### src/hw/rtl/ps2md_pkg.sv
`default_nettype none

package ps2md_pkg;

	localparam logic [1:0] MODE_STANDARD = 2'd0;
	localparam logic [1:0] MODE_SCROLL   = 2'd1;
	localparam logic [1:0] MODE_BUTTONS  = 2'd2;

	localparam logic [1:0] REG_PACKET_MODE = 2'd0;
	localparam logic [1:0] REG_X_LIMIT     = 2'd1;
	localparam logic [1:0] REG_Y_LIMIT     = 2'd2;

	localparam logic [1:0] PH_HEADER = 2'd0;
	localparam logic [1:0] PH_X      = 2'd1;
	localparam logic [1:0] PH_Y      = 2'd2;
	localparam logic [1:0] PH_FOURTH = 2'd3;

	localparam int SYNC_BIT = 3;

	localparam logic [11:0] X_LIMIT_RST = 12'd600;
	localparam logic [11:0] Y_LIMIT_RST = 12'd400;

	typedef struct packed {
		logic [1:0]  packet_mode;
		logic [11:0] x_limit;
		logic [11:0] y_limit;
	} cfg_t;

	// packed so that delta_x lands in the low bits of the output tdata
	typedef struct packed {
		logic [11:0]       pointer_y;
		logic [11:0]       pointer_x;
		logic              wheel_up;
		logic              wheel_down;
		logic              middle_pressed;
		logic              right_pressed;
		logic              left_pressed;
		logic signed [9:0] delta_y;
		logic signed [8:0] delta_x;
	} res_t;

	// pos + delta, clamped to [0, limit]
	function automatic logic [11:0] clamp_pos(input logic [11:0] pos,
		input logic signed [13:0] delta, input logic [11:0] limit);
		logic signed [13:0] sum;
		logic [11:0]        r;
		sum = $signed({2'b00, pos}) + delta;
		if (sum[13]) begin
			r = '0;
		end else if (sum[12:0] > {1'b0, limit}) begin
			r = limit;
		end else begin
			r = sum[11:0];
		end
		return r;
	endfunction

endpackage

`default_nettype wire

### src/hw/rtl/ps2md_cfg.sv
`default_nettype none

module ps2md_cfg
	import ps2md_pkg::*;
(
	input  wire logic        clk,
	input  wire logic        arst_n,
	input  wire logic        wr_en,
	input  wire logic [1:0]  wr_index,
	input  wire logic [11:0] wr_data,
	output cfg_t             cfg
);

	cfg_t cfg_q;

	always_ff @(posedge clk or negedge arst_n) begin
		if (!arst_n) begin
			cfg_q.packet_mode <= MODE_STANDARD;
			cfg_q.x_limit     <= X_LIMIT_RST;
			cfg_q.y_limit     <= Y_LIMIT_RST;
		end else if (wr_en) begin
			case (wr_index)
				REG_PACKET_MODE: cfg_q.packet_mode <= wr_data[1:0];
				REG_X_LIMIT:     cfg_q.x_limit     <= wr_data;
				REG_Y_LIMIT:     cfg_q.y_limit     <= wr_data;
				default: ;
			endcase
		end
	end

	assign cfg = cfg_q;

endmodule

`default_nettype wire

### src/hw/rtl/ps2md_core.sv
`default_nettype none

module ps2md_core
	import ps2md_pkg::*;
(
	input  wire logic       clk,
	input  wire logic       arst_n,
	input  wire logic       en,
	input  wire logic [7:0] rx_byte,
	input  wire cfg_t       cfg,
	output logic            res_valid,
	output res_t            res
);

	logic [1:0]  phase_q;
	logic [7:0]  header_q;
	logic [7:0]  xbyte_q;
	logic [7:0]  ybyte_q;
	logic [11:0] posx_q;
	logic [11:0] posy_q;

	logic              four_byte;
	logic              finish;
	logic [7:0]        y_cur;
	logic [7:0]        fourth;
	logic              ovf;
	logic [1:0]        phase_nxt;
	logic signed [8:0] dx;
	logic signed [9:0] dy;
	logic [11:0]       new_x;
	logic [11:0]       new_y;

	assign four_byte = (cfg.packet_mode == MODE_SCROLL) || (cfg.packet_mode == MODE_BUTTONS);
	assign finish    = ((phase_q == PH_Y) && !four_byte) || (phase_q == PH_FOURTH);
	assign y_cur     = (phase_q == PH_Y) ? rx_byte : ybyte_q;
	assign fourth    = (phase_q == PH_FOURTH) ? rx_byte : 8'h00;
	assign ovf       = |header_q[7:6];

	// header bit 4/5 are the ninth (sign) bits; Y is negated so down is positive
	assign dx = $signed({header_q[4], xbyte_q});
	assign dy = -$signed({header_q[5], header_q[5], y_cur});

	assign new_x = clamp_pos(posx_q, 14'(dx), cfg.x_limit);
	assign new_y = clamp_pos(posy_q, 14'(dy), cfg.y_limit);

	always_comb begin
		phase_nxt = phase_q;
		case (phase_q)
			PH_HEADER: phase_nxt = rx_byte[SYNC_BIT] ? PH_X : PH_HEADER;
			PH_X:      phase_nxt = PH_Y;
			PH_Y:      phase_nxt = four_byte ? PH_FOURTH : PH_HEADER;
			PH_FOURTH: phase_nxt = PH_HEADER;
			default:   phase_nxt = PH_HEADER;
		endcase
	end

	always_ff @(posedge clk or negedge arst_n) begin
		if (!arst_n) begin
			phase_q <= PH_HEADER;
			posx_q  <= '0;
			posy_q  <= '0;
		end else if (en) begin
			phase_q <= phase_nxt;
			if (finish && !ovf) begin
				posx_q <= new_x;
				posy_q <= new_y;
			end
		end
	end

	always_ff @(posedge clk) begin
		if (en) begin
			case (phase_q)
				PH_HEADER: header_q <= rx_byte;
				PH_X:      xbyte_q  <= rx_byte;
				PH_Y:      ybyte_q  <= rx_byte;
				default: ;
			endcase
		end
	end

	assign res_valid = finish && !ovf;

	always_comb begin
		res.delta_x        = dx;
		res.delta_y        = dy;
		res.left_pressed   = header_q[0];
		res.right_pressed  = header_q[1];
		res.middle_pressed = header_q[2];
		res.wheel_down     = (cfg.packet_mode == MODE_SCROLL) && (fourth != 8'h00) && !fourth[7];
		res.wheel_up       = (cfg.packet_mode == MODE_SCROLL) && fourth[7];
		res.pointer_x      = new_x;
		res.pointer_y      = new_y;
	end

endmodule

`default_nettype wire

### src/hw/rtl/ps2_mouse_packet_decoder_top.sv
// Channel   | Dir | Handshake              | Payload
// s_*       | in  | s_tvalid / s_tready    | s_tdata: rx_byte
// m_*       | out | m_tvalid / m_tready    | m_tdata: decoded packet item
// cfg_*     | in  | cfg_valid / cfg_ready  | cfg_index, cfg_data
//
// One byte is accepted per cycle while s_tready is high. Each byte waits in the
// input register until the decode/accumulate logic takes it; a packet's last
// byte then writes the packet item into the result register, which drives m_*
// until the item is taken.
// Only the result register backpressures: while it is full and not taken, a
// byte in the input register holds, s_tready drops. cfg_ready is always high.
// arst_n clears packet phase, pointer position and valid flags; the limits
// reset to 600 and 400 and the mode to standard three-byte.
`default_nettype none

module ps2_mouse_packet_decoder_top
	import ps2md_pkg::*;
(
	input  wire logic        clk,
	input  wire logic        arst_n,

	input  wire logic        s_tvalid,
	output logic             s_tready,
	input  wire logic [7:0]  s_tdata,   // [7:0] rx_byte

	output logic             m_tvalid,
	input  wire logic        m_tready,
	output logic [47:0]      m_tdata,   // [8:0] delta_x, [18:9] delta_y, [19] left_pressed,
	                                    // [20] right_pressed, [21] middle_pressed,
	                                    // [22] wheel_down, [23] wheel_up,
	                                    // [35:24] pointer_x, [47:36] pointer_y

	input  wire logic        cfg_valid,
	output logic             cfg_ready,
	input  wire logic [1:0]  cfg_index,
	input  wire logic [11:0] cfg_data
);

	cfg_t cfg;

	// input register
	logic       valid_s1;
	logic [7:0] byte_s1;

	// result register
	logic       out_valid_q;
	res_t       out_q;

	logic advance;
	logic core_en;
	logic res_valid;
	res_t res;

	// the stage can move whenever the result register is empty or being drained
	assign advance  = !out_valid_q || m_tready;
	assign core_en  = valid_s1 && advance;
	assign s_tready = !valid_s1 || advance;

	assign cfg_ready = 1'b1;

	ps2md_cfg u_cfg (
		.clk      (clk),
		.arst_n   (arst_n),
		.wr_en    (cfg_valid && cfg_ready),
		.wr_index (cfg_index),
		.wr_data  (cfg_data),
		.cfg      (cfg)
	);

	always_ff @(posedge clk or negedge arst_n) begin
		if (!arst_n) begin
			valid_s1 <= 1'b0;
		end else if (s_tready) begin
			valid_s1 <= s_tvalid;
		end
	end

	always_ff @(posedge clk) begin
		if (s_tready && s_tvalid) begin
			byte_s1 <= s_tdata;
		end
	end

	ps2md_core u_core (
		.clk       (clk),
		.arst_n    (arst_n),
		.en        (core_en),
		.rx_byte   (byte_s1),
		.cfg       (cfg),
		.res_valid (res_valid),
		.res       (res)
	);

	// bytes that end no packet (header, X, and Y in four-byte modes) and dropped packets leave the result register empty
	always_ff @(posedge clk or negedge arst_n) begin
		if (!arst_n) begin
			out_valid_q <= 1'b0;
		end else if (advance) begin
			out_valid_q <= core_en && res_valid;
		end
	end

	always_ff @(posedge clk) begin
		if (core_en && res_valid) begin
			out_q <= res;
		end
	end

	assign m_tvalid = out_valid_q;
	assign m_tdata  = out_q;

endmodule

`default_nettype wire

### config.mk
export PLATFORM = sky130hd
export DESIGN_NAME = ps2_mouse_packet_decoder_top
export DESIGN_NICKNAME = d
export VERILOG_FILES = /design/src/hw/rtl/ps2md_pkg.sv /design/src/hw/rtl/ps2md_cfg.sv /design/src/hw/rtl/ps2md_core.sv /design/src/hw/rtl/ps2_mouse_packet_decoder_top.sv
export SDC_FILE = /design/constraint.sdc
export NUM_CORES = 1
export LEC_CHECK = 0
export BUFFER_PORTS_ARGS = -buffer_cell sky130_fd_sc_hd__buf_2
export CAP_MARGIN = 30
export CORE_MARGIN = 10
export CORE_UTILIZATION = 50
export CTS_CLUSTER_DIAMETER = 100
export DETAILED_ROUTE_END_ITERATION = 12
export PLACE_DENSITY = 0.79
export SYNTH_ARGS = -nofsm -noshare
export SYNTH_HDL_FRONTEND = slang
export SYNTH_SLANG_ARGS = --single-unit
### constraint.sdc
create_clock -name clk -period 5 [get_ports clk]
set_clock_uncertainty 0.05 [all_clocks]
set_input_delay 0.25 -clock clk [delete_from_list [all_inputs] [get_ports clk]]
set_output_delay 0.25 -clock clk [all_outputs]
set_load 0.05 [all_outputs]
# --- Yosys cells after proc, flatten, opt, wreduce, memory -nomap -nowiden ---
# Index checks and enable logic that the tools add are counted.
word_totals:
  regBits: 134
  elab_cells: 69
  inputBits: 27
classes:
  n_eq_ne: 7
  n_lt_le_gt_ge: 2
  n_reduce_logical: 27
  n_mux: 9
  n_addsub: 3
ops:
  columns: ["operator", "n"]
  rows:
  - ["$mux W12", 4]
  - ["$gt A13 B12 Y1", 2]
  - ["$mux W8", 2]
  - ["$add A13 B10 Y14", 1]
  - ["$add A13 B9 Y14", 1]
  - ["$reduce_and A2 Y1", 6]
  - ["$neg A9 Y10", 1]
  - ["$eq A2 B2 Y1 const B", 4]
  - ["$logic_and A1 B1 Y1", 8]
  - ["$pmux W2 S4", 1]
  - ["$reduce_bool A8 Y1", 1]
  - ["$eq A2 B1 Y1 const B", 3]
  - ["$logic_not A1 Y1", 5]
  - ["$logic_not A2 Y1", 2]
  - ["$logic_or A1 B1 Y1", 4]
  - ["$mux W2", 1]
  - ["$reduce_or A2 Y1", 1]
  - ["$mux W1", 1]

# --- Logic depth before layout (Yosys ltp) ---
logic_depth:
  ltp_word: 7
  depth_mapped: 26

# --- Hierarchy ---
# A second synthesis with hierarchy kept.
hier_totals:
  cells_unflattened: 582
  area_unflattened_um2: 7090.6
by_module_without_submodules:
  columns: ["module", "n_inst", "cells_each", "area_each_um2"]
  rows:
  - ["ps2md_core", 1, 457, 4184.0]
  - ["ps2_mouse_packet_decoder_top", 1, 68, 1804.2]
  - ["ps2md_cfg", 1, 57, 1102.3]

# --- Worst setup path after synthesis ---
# OpenSTA, ideal clock, no wires.
synth_path:
  kind: "register to register"
  startpoint: "register u_core.phase_q[1]"
  endpoint: "register out_q (netlist bit m_tdata[47]), data pin"
  synth_period_minus_slack_ns: 4.754
  setup_slack_ns: 0.246
  path_buffers: 3
  arrival_time_ns: 4.442
  stages_incl_launch_ff: 27
  setup_ns: 0.262
  cell_sequence: "dfrtp_1 > nor2b_1 > buf_6 > buf_4 > mux2_2 > inv_1 > ha_1 > nand2_1 > nor2_1 > nand2_1 > xor2_1 > ha_1 > a21oi_1 > inv_1 > o311a_1 > nor3_1 > nor2_1 > xor2_1 > ha_1 > nand2_1 > nor2_1 > a2111oi_0 > a21oi_1 > nor2_2 > buf_6 > mux2i_1 > nor2_1"
synth_rtl:
  columns: ["element", "line", "source"]
  rows:
  - ["start, declared", "ps2md_core.sv:15", "logic [1:0] phase_q;"]
  - ["start signal, assigned", "ps2md_core.sv:63", "phase_q <= phase_nxt;"]
  - ["end signal, assigned", "ps2_mouse_packet_decoder_top.sv:105", "out_q <= res;"]
  - ["end, declared", "ps2_mouse_packet_decoder_top.sv:47", "res_t out_q;"]

==> flow_summary_export.csv <==
group,metric,value,unit
logic_synthesis,synth_top_area_share,0.345,
sta,setup-violations-final,0,
sta,period_share,0.967,
flow_run,drv_cap,0,
floorplan,die_h,137,um
hold_path,hp-class,"primary input to flop",
logic_synthesis,synth_area,0.00688,mm2
logic_synthesis,synth_area_leaders,"edfxtp_1 (34%), dfrtp_1 (17%), ha_1 (10%)",
clocking,cts_made_buffers,17,
power,power.density,680,mW/mm2
drt,drt-wirelength-per-cell,18.9,um
place,gp_congestion,0.926,
grt,grt_util_all_layers,0.176,
sta,drv_slew,0,
final_layout,fin_nets,771,
clocking,cts.sinks,133,
logic_synthesis,synthDistinctLibCells,57,
place,placed_cells,825,
logic_synthesis,async_flop_share,0.406,
critical_path,path_class,"flop to flop",
critical_path,critPathArrivalTime,4.97,ns
grt,antenna_found_initial,0,
run_status,status,"completed",
drt,drt_wl_total,16.5,mm
clocking,clockBufferDepth,2,
clocking,htree_levels,4,
critical_path,critical_path_required,5.13,ns
place,hpwl,12.1,mm
floorplan,start_util,0.515,
critical_path,timing.rr.start,"u_core.phase_q[1]",
clocking,cts_tree,"yes",
logic_synthesis,postSynthAreaPerCell,12.0,um2
drt,drt-pass1-iter-count,5,
clocking,insertion_delay,0.43,ns
final_layout,final_cells,876,
grt,grt_pass1_vias,4959,
final_layout,num_antenna_cells,0,
logic_synthesis,yosys_warnings,0,
logic_synthesis,synth_nets,656,
drt,avgViaCountPerCell,5.60,
logic_synthesis,synthCells,572,
clocking,cts-root-buf,"clkbuf_16",
logic_synthesis,synth-edff-count,79,
drt,dr.first_iter.drc_count,377,
final_layout,syn_to_final_growth,23.3,%
sta,min_period,4.84,ns
power,fin_total_pwr,5.77,mW
grt,grt_max_degree,55,
sta,hold_viol,0,
hold_path,worstHoldStart,"cfg_data[10]",
logic_synthesis,yosysSeqAreaShare,0.542,
final_layout,seqCellArea,0.00373,mm2
sta,worst-slew-pin-transition,0.990,ns
drt,drtAntennaViolNets,0,
sta,slew_headroom,0.340,
logic_synthesis,synth_seq_cells,133,
critical_path,critPathMaxFanout,6,
floorplan,core-area,0.0133,mm2
place,place.port_buffers,76,
power,p_leak,3.66,nW
critical_path,worstSetupStartpoint,"u_core.phase_q[1]",
drt,num_vias,4907,
logic_synthesis,ys.flop_type,"edfxtp_1",
floorplan,die_w,137,um
final_layout,fillCellCount,1002,
power,irDropWorstVdd,0.332,mV
floorplan,row_count,42,
final_layout,drive_gt1_frac,0.290,
final_layout,multi_input_area,0.00312,mm2
floorplan,io-pin-count,78,
sta,fmax,207,MHz
grt,grt.overflow.total,0,
grt,grt_pass1_wl,25.4,mm
critical_path,worstSetupStartpointType,"flop",
critical_path,worstSetupEndpointType,"flop",
drt,drc,0,
logic_synthesis,synth.largest_area_cell,"edfxtp_1",
floorplan,dieArea,0.0189,mm2
clocking,clkTransAtPathRegs,0.06,ns
-- power by group --
group          switching (mW)  internal [mW]  total (mW)
logic                    1.64           1.33        2.97
clock network           0.474          0.730        1.20
registers               0.146           1.45        1.60
-- area by class of cell --
cell class	count	area share
Timing Repair Buffer	110	0.0813
Sequential cell	133	0.440
Inverter	42	0.0186
Multi-Input combinational cell	383	0.368
Tap cell	176	0.0260
Clock buffer	19	0.0510
Clock inverter	13	0.0156
-- kinds of logic after synthesis --
| logic type | Yosys count | synth area share |
|---|---|---|
| xor+xnor | 30 | 0.0382 |
| other cells | 1 | 0.000545 |
| mux | 58 | 0.0907 |
| flops | 133 | 0.542 |
| compound gates | 107 | 0.100 |
| simple gates | 130 | 0.0862 |
| buf+inv | 56 | 0.0356 |
| fa+ha+maj | 57 | 0.106 |
-- through the flow --
step	util	area [um2]	worst slack, ns	TNS (ns)	hold WS, ns
floorplan	-	6880	0.246	0	-0.0956
global placement	0.563	7510	0.255	0	0.356
detailed placement	0.563	7520	0.0717	0	0.356
CTS	0.613	8180	0.00282	0	0.0168
global route	0.636	8480	-0.0670	-0.444	0.0318
finish	0.636	8480	0.165	0	0.0219
-- state kept, by name, summed over array words and instances, names as in the netlist --
name and count:
byte_s1 8, u_core.posx_q 12, valid_s1 1, m_tvalid 1
u_cfg.cfg 26, u_core.ybyte_q 8, u_core.header_q 7, u_core.phase_q 2
u_core.xbyte_q 8, m_tdata 48, u_core.posy_q 12
-- worst paths after layout --
path                                     to  slack (ns)  depth (start not counted)
max                             m_tdata[46]        0.16                         22
min                           u_cfg.cfg[22]        0.02                          2
max reg2reg                     m_tdata[46]        0.16                         22
min reg2reg                     m_tdata[20]        0.37                          0
max in group asynchronous  u_core.posx_q[2]        3.96                          3
min in group asynchronous  u_core.posx_q[1]        0.44                          3
-- cell usage in the layout, fill, tap and decap left out, types with 3 or more instances in the layout --
cell type      count
buf_4             19
o21bai_1           4
or3_1              4
buf_2             77
mux2i_2            3
edfxtp_1          79
nand2b_1           6
nand2_1           41
nor2_1            49
a21oi_1           17
o21ai_0           28
mux2i_4            5
mux2_2            30
xor2_1             9
ha_1              50
clkbuf_16         18
nand4_1            5
nand3b_1           4
mux2i_1           18
a21oi_2            3
dfrtp_1           47
clkinv_2           3
o22ai_1            4
dlygate4sd3_1     10
ha_2               3
a21o_1             8
xnor2_1           16
inv_1             41
a211oi_1           7
nor3_1             5
nor4_1             3
and2_1             3
xnor2_2            3
dfstp_2            7
o21ai_1           14
-- cell usage after synthesis (2+ instances only) --
library cell	count
nor4_1	3
a21boi_0	2
dfstp_2	7
nor3_1	5
o21a_1	2
a21o_1	8
edfxtp_1	79
nor2_1	50
xor2_1	11
nand2b_1	6
mux2i_1	26
clkbuf_1	5
nand2_1	42
a211oi_1	9
a21oi_1	18
o21ai_1	12
and2_1	3
or3_1	4
inv_1	42
ha_1	55
buf_1	2
xnor2_1	19
nor3b_1	2
dfrtp_1	47
o22ai_1	4
fa_1	2
nand3b_1	4
a21oi_2	2
buf_4	3
buf_6	3
o21bai_1	4
o21ai_0	30
a2111oi_0	2
o41ai_1	2
nand4_1	5
mux2_2	31
-- layer usage --
layer / part of all wire / vias to the layer above / GRT usage
met5: 0 / - / 0
met4: 0.031 / 0 / 0.0849
met3: 0.061 / 45 / 0.0477
met2: 0.52 / 155 / 0.306
met1: 0.39 / 2410 / 0.194
li1: - / 2297 / -
-- worst max-delay path, cell delays in order (launching register included) --
cell and delay [ns]:
dfrtp_1 0.37, nor2b_2 0.15, buf_4 0.16, or3_4 0.34, a211oi_4 0.26, a21bo_4 0.28, xor2_4 0.16, buf_4 0.15
ha_1 0.29, nand2_1 0.08, a211oi_2 0.23, o21ai_1 0.13, and2_1 0.19, xnor2_2 0.20, ha_1 0.28, nand2_1 0.07
nor2_1 0.05, a2111oi_2 0.28, a21oi_1 0.13, nor2_2 0.22, clkbuf_16 0.22, mux2i_1 0.24, nor2_1 0.06
-- what timing repair did --
action / CTS / global route
endpoints found under the hold margin: 56 / 0
setup buffers: 0 / 7
hold buffers: 10 / 0
resized for setup: 0 / 41
setup endpoints to repair: 0 / 24
Power figures use the tool's default switching activity.
